### config.mk
export PLATFORM = sky130hd
export DESIGN_NAME = ebb_lane
export DESIGN_NICKNAME = d
export VERILOG_FILES = /design/src/hdl/ebb_pkg.sv /design/src/hdl/ebb_lane.sv
export SDC_FILE = /design/constraint.sdc
export NUM_CORES = 1
export LEC_CHECK = 0
export ABC_CLOCK_PERIOD_IN_PS = 2970
export BUFFER_PORTS_ARGS = -buffer_cell sky130_fd_sc_hd__buf_2
export CORE_MARGIN = 3
export CORE_UTILIZATION = 59
export DETAILED_ROUTE_END_ITERATION = 8
export PLACE_DENSITY = 0.87
export SLEW_MARGIN = 20
export SYNTH_ARGS = -nofsm -noshare
export SYNTH_HDL_FRONTEND = slang
export SYNTH_SLANG_ARGS = --single-unit
### constraint.sdc
create_clock -name i_clk -period 2.97 [get_ports i_clk]
set_input_delay 0.4455 -clock i_clk [delete_from_list [all_inputs] [get_ports i_clk]]
set_output_delay 0.4455 -clock i_clk [all_outputs]
set_load 0.02 [all_outputs]
### src/hdl/ebb_pkg.sv
`default_nettype none
// ----------------------------------------------------------------------------
// ebb_pkg
// Shared sizes and types for the edge-normalized box blur.
// ----------------------------------------------------------------------------
package ebb_pkg;

    localparam int MAX_WIDTH   = 1024;
    localparam int MAX_KERNEL  = 31;
    localparam int STORE_ROWS  = MAX_KERNEL + 1;

    localparam int COL_W   = $clog2(MAX_WIDTH);
    localparam int WID_W   = $clog2(MAX_WIDTH + 1);
    localparam int ROW_W   = 16;
    localparam int SLOT_W  = $clog2(STORE_ROWS);
    localparam int KS_W    = 7;
    localparam int M_W     = $clog2(MAX_KERNEL / 2 + 1);
    localparam int SPAN_W  = $clog2(MAX_KERNEL + 1);
    localparam int CNT_W   = $clog2(MAX_KERNEL * MAX_KERNEL + 1);
    localparam int SUM_W   = $clog2(MAX_KERNEL * MAX_KERNEL * 255 + 1);
    localparam int IT_W    = $clog2(SUM_W + 1);
    localparam int ADDR_W  = SLOT_W + COL_W;
    localparam int DEPTH   = STORE_ROWS << COL_W;
    localparam int CFG_W   = 16;

    // register indexes
    localparam logic [1:0] REG_WIDTH  = 2'd0;
    localparam logic [1:0] REG_HEIGHT = 2'd1;
    localparam logic [1:0] REG_KERNEL = 2'd2;

    // per-lane control
    typedef struct packed {
        logic clear;
        logic acc;
        logic start;
    } t_lane_ctl;

endpackage
`default_nettype wire

### src/hdl/ebb_lane.sv
`default_nettype none
// ----------------------------------------------------------------------------
// ebb_lane
// One color lane: window accumulator and restoring divider for the mean.
// ----------------------------------------------------------------------------
module ebb_lane
    import ebb_pkg::*;
(
    input  wire logic             i_clk,
    input  wire logic             i_rst_n,
    input  wire t_lane_ctl        i_ctl,
    input  wire logic [7:0]       i_sample,
    input  wire logic [CNT_W-1:0] i_count,
    output logic      [7:0]       o_mean,
    output logic                  o_done
);

    logic [SUM_W-1:0] r_sum;
    logic [SUM_W-1:0] r_q;
    logic [CNT_W-1:0] r_rem;
    logic [IT_W-1:0]  r_it;
    logic             r_busy;
    logic             r_done;
    logic [CNT_W:0]   trial;
    logic             ge;

    assign trial = {r_rem, r_q[SUM_W-1]};
    assign ge    = trial >= {1'b0, i_count};

    always_ff @(posedge i_clk) begin
        if (i_ctl.clear) begin
            r_sum <= '0;
        end else if (i_ctl.acc) begin
            r_sum <= r_sum + SUM_W'(i_sample);
        end
        if (i_ctl.start) begin
            r_q   <= r_sum;
            r_rem <= '0;
            r_it  <= IT_W'(SUM_W);
        end else if (r_busy) begin
            r_q   <= {r_q[SUM_W-2:0], ge};
            r_rem <= ge ? CNT_W'(trial - {1'b0, i_count}) : trial[CNT_W-1:0];
            r_it  <= r_it - 1'b1;
        end
    end

    always_ff @(posedge i_clk) begin
        if (!i_rst_n) begin
            r_busy <= 1'b0;
            r_done <= 1'b0;
        end else if (i_ctl.start) begin
            r_busy <= 1'b1;
            r_done <= 1'b0;
        end else if (r_busy && r_it == IT_W'(1)) begin
            r_busy <= 1'b0;
            r_done <= 1'b1;
        end
    end

    assign o_mean = r_q[7:0];
    assign o_done = r_done;

endmodule
`default_nettype wire

==> results.md <==
- In the final timing run, aggregate negative setup slack is 0 ns.
- The kind of end point of the critical path is a register.
- On the final layout, the worst hold slack is ~0.37 ns.
- Along the worst hold path, the cell count comes to 2.
- Across the run, the number of max-cap violations was 0.
- The reported leakage power is 1.46 nW.
- Synthesis produced 321 cells.
- The synthesized netlist occupies a cell area of 3160 µm².
- The last weighted congestion value of the routability-driven placer is about 0.9.
- Summed over all instances, the cell type with the most area after synthesis is dfxtp_1.
- The number of levels the H-tree was split into is 2.
- In the final layout, the multi-input gates occupy 1700 µm².
- In the global route stage, met3 resource usage came out at 0.0317.
- The worst-case IR drop observed on VDD is 0.000396 V.
- The core region area is 5140 µm².
- The die is 79.2 µm wide.
- The number of gates resized after CTS is 0.
- The capture instance of the worst register-to-register path is r_rem[0].
- Setup repair after global routing left no endpoint under its margin.
- The portion of the post-synthesis area used by sequential elements is 0.392.
- The final cell count without fillers is 414.
- Synthesis instantiated 51 different standard cells from the library.
- The dominant register cell in the synthesized netlist is dfxtp_1.
- The share of synthesized flip-flops with an asynchronous set or reset is 0.
- The synthesized netlist net count is 366.
- The via count of the first global-routing pass came to 2156.
- The number of buffers created by CTS is 5.
- The endpoint of the worst hold path is r_busy.
- The first global-routing pass estimated 9800 µm of wire.
- Fill cells in the final layout number 432.
- The most heavily used metal layer in global routing is met2.
- The count of buffers inserted at the top-level ports is 31.
- The portion of the clock cycle consumed by the worst path in the final layout is 0.810.
- In the final layout, flip-flops and latches occupy about 1200 µm².
- The count of yosys warnings during synthesis is 0.
- The maximum clock frequency is roughly 420 MHz.
- The register-to-register setup slack is 0.56 ns.
- The total global routing track utilization is 0.192.
- The share of the synthesized area in the top cell type is 0.222.
- The flop and latch count out of synthesis is 53.
- The relative slew slack is 0.543.
- In this run, post-CTS hold repair placed 0 buffers.
- STA classifies the critical path startpoint as a register.
- The met1 global-route usage is 0.246.
- The ratio of cells with drive above 1 in the final layout is 0.198.
- In the global route stage, met2 resource usage came out at 0.341.
- The class of the tightest hold or removal check is input pin to register.
- The source of the worst hold timing path is i_rst_n.
- The worst register-to-register path begins at r_rem[1].
- The initial antenna violation count is 0.
- The highest net fanout along the worst path is 11.
- Counting along the longest clock path gives a buffer depth of 2.
- The total count of hold-check failures in the final report is 0.
- The routed design has 5720 µm of wire.
- The residual antenna-violating net count after detailed routing is 0.
- For this configuration, the core starts out at a cell density of 0.615.
- The final setup skew is about 0.0063 ns.
- By area the synthesized netlist is led by dfxtp_1 (22%), edfxtp_1 (17%), ha_1 (7.9%), mux2_2 (6.4%), nor2_1 (4.2%).
- The number of violations reported at the end of detailed-routing iteration 0 is 90.
- The diode insertion count for antenna repair is 0.
- The area of the die is roughly 6300 µm².
- Each instance of the synthesized netlist takes up on average 9.85 µm².
- In the final design database the tool counted 388 nets.
- The half-perimeter wire length after placement is 4240 µm.
- The first detailed-routing pass took 4 iterations.
- TritonCTS built the clock tree.
- In the routed layout, each cell is associated on average with a via count of about 5.6.
- The vertical extent of the die is 79.2 µm.
- For the worst flop-to-flop path, the logic depth is 7.
- Setup violations remaining at the end of the flow were counted as 0.
- Entering global routing, the biggest net connects 33 pins.
- The transition time at the pin with the least slew margin is 0.685 ns.
- The overflow left after global routing is 0.
- Data on the critical path is required at its endpoint by ~3.2 ns.
- By startpoint and endpoint, the worst setup path is classified as register to register.
- The clock reaches the later pin of the worst-skew pair after 0.30 ns.
- The data arrival time of the worst path is ~2.6 ns.
- The post-CTS setup-driven buffer insertion count is 0.
- The number of clock sinks is 53.
- Power spread over the standard cell area amounts to 519 nW/µm².
- Summing all placed instances gives a cell area of 3290 µm².
- Including well taps, the total number of placed cells is slightly above 400.
- The routed wirelength normalized by instance count is around 14 µm.
- Pin placement for this block handled 32 I/O pins.
- For this run, design rule violations remaining after detail routing come to 0.
- The via count is 2307.
- The number of cell rows is 26.
- Subtracting the final worst setup slack from the clock period gives 2.41 ns.
- The count of flip-flops with a built-in enable after synthesis is 18.
- In this run the clock root is driven by a clkbuf_8.
- Compared with the post-synthesis result, the final layout area differs by 7.44%.
- After clock tree synthesis, the clock-pin slew on the worst setup and hold paths is 0.09 ns.
- The flow ran to the end, and the final reports show no timing, DRC or antenna violations.
- The final cell area excluding filler cells is 3400 µm².
- The max-slew violation total from the final report is 0.
- Sorting the synthesized cells by how often they occur yields dfxtp_1 (35), nor2_1 (35), inv_1 (25).
## through the flow
step / setup slack (ns) / total power, mW / utilization
3_3_place_gp: 0.456 / 1.29 / 0.640
3_5_place_dp: 0.365 / 1.31 / 0.640
5_1_grt: 0.399 / 1.86 / 0.661
4_1_cts: 0.564 / 1.77 / 0.661
2_1_floorplan: 0.634 / 1.23 / -
6_report: 0.563 / 1.76 / 0.661
## cell type report
type / instances / share of cell area
clock inverters: 2 / 0.00994
well taps: 70 / 0.0258
repair buffers: 33 / 0.0501
clock buffers: 6 / 0.0214
flip-flops and latches: 53 / 0.365
inverters: 25 / 0.0276
multi-input cells: 225 / 0.500
## critical path, stage by stage (launching register included)
cell and delay, ns:
dfxtp_1 0.35, ha_1 0.37, o21a_1 0.14, o31a_1 0.21, o32ai_2 0.14, a21oi_2 0.54
mux2_4 0.35, a211oi_2 0.22
## logic make-up after synthesis
group,share of synthesized area
AOI/OAI and AO/OA,0.141
xor gates and xnor gates,0.0692
adders and majority gates,0.0918
buffers and inverters,0.0704
DFF,0.392
muxes,0.100
and+or+nand+nor,0.135
## metal layers
layer	up-vias	routed length [µm]
met3	8	220
met1	1077	2600
met2	54	2830
li1	1168	-
met4	0	65
met5	-	0
## sequential cells by signal, indices dropped and copies added, names as in the netlist
name	count
r_busy	1
r_sum	18
r_q	18
r_it	5
r_rem	10
o_done	1
## how the worst max path moves through the flow
stage	start	slack (ns)	end	depth (start not counted)
after floorplan	i_count[1]	0.63	r_q[0]	8
after global placement	i_count[1]	0.46	r_rem[0]	9
after detailed placement	i_count[1]	0.36	r_rem[0]	9
after CTS	r_rem[1]	0.56	r_rem[0]	7
after global routing	r_rem[1]	0.40	r_rem[0]	7
final	r_rem[1]	0.56	r_rem[0]	7
## where the power goes
group	switching, mW	total [mW]	internal [mW]
Combinational	0.242	0.435	0.192
Clock	0.215	0.464	0.249
Sequential	0.0425	0.863	0.821
Total	0.500	1.76	1.26
## layout by cell type (no fill, tap or decap), drive strengths merged, types with 5 or more instances in the layout
master | synthesis | layout
a211oi | 10 | 10
a21oi | 14 | 14
and3 | 5 | 5
buf | 12 | 33
clkbuf | 6 | 6
dfxtp | 35 | 35
edfxtp | 18 | 18
ha | 20 | 20
inv | 25 | 25
mux2 | 19 | 19
mux2i | 10 | 10
nand2 | 14 | 14
nand2b | 11 | 11
nand3 | 7 | 7
nor2 | 35 | 35
o21ai | 12 | 12
xnor2 | 15 | 15
xor2 | 10 | 10
Power figures use the tool's default switching activity.
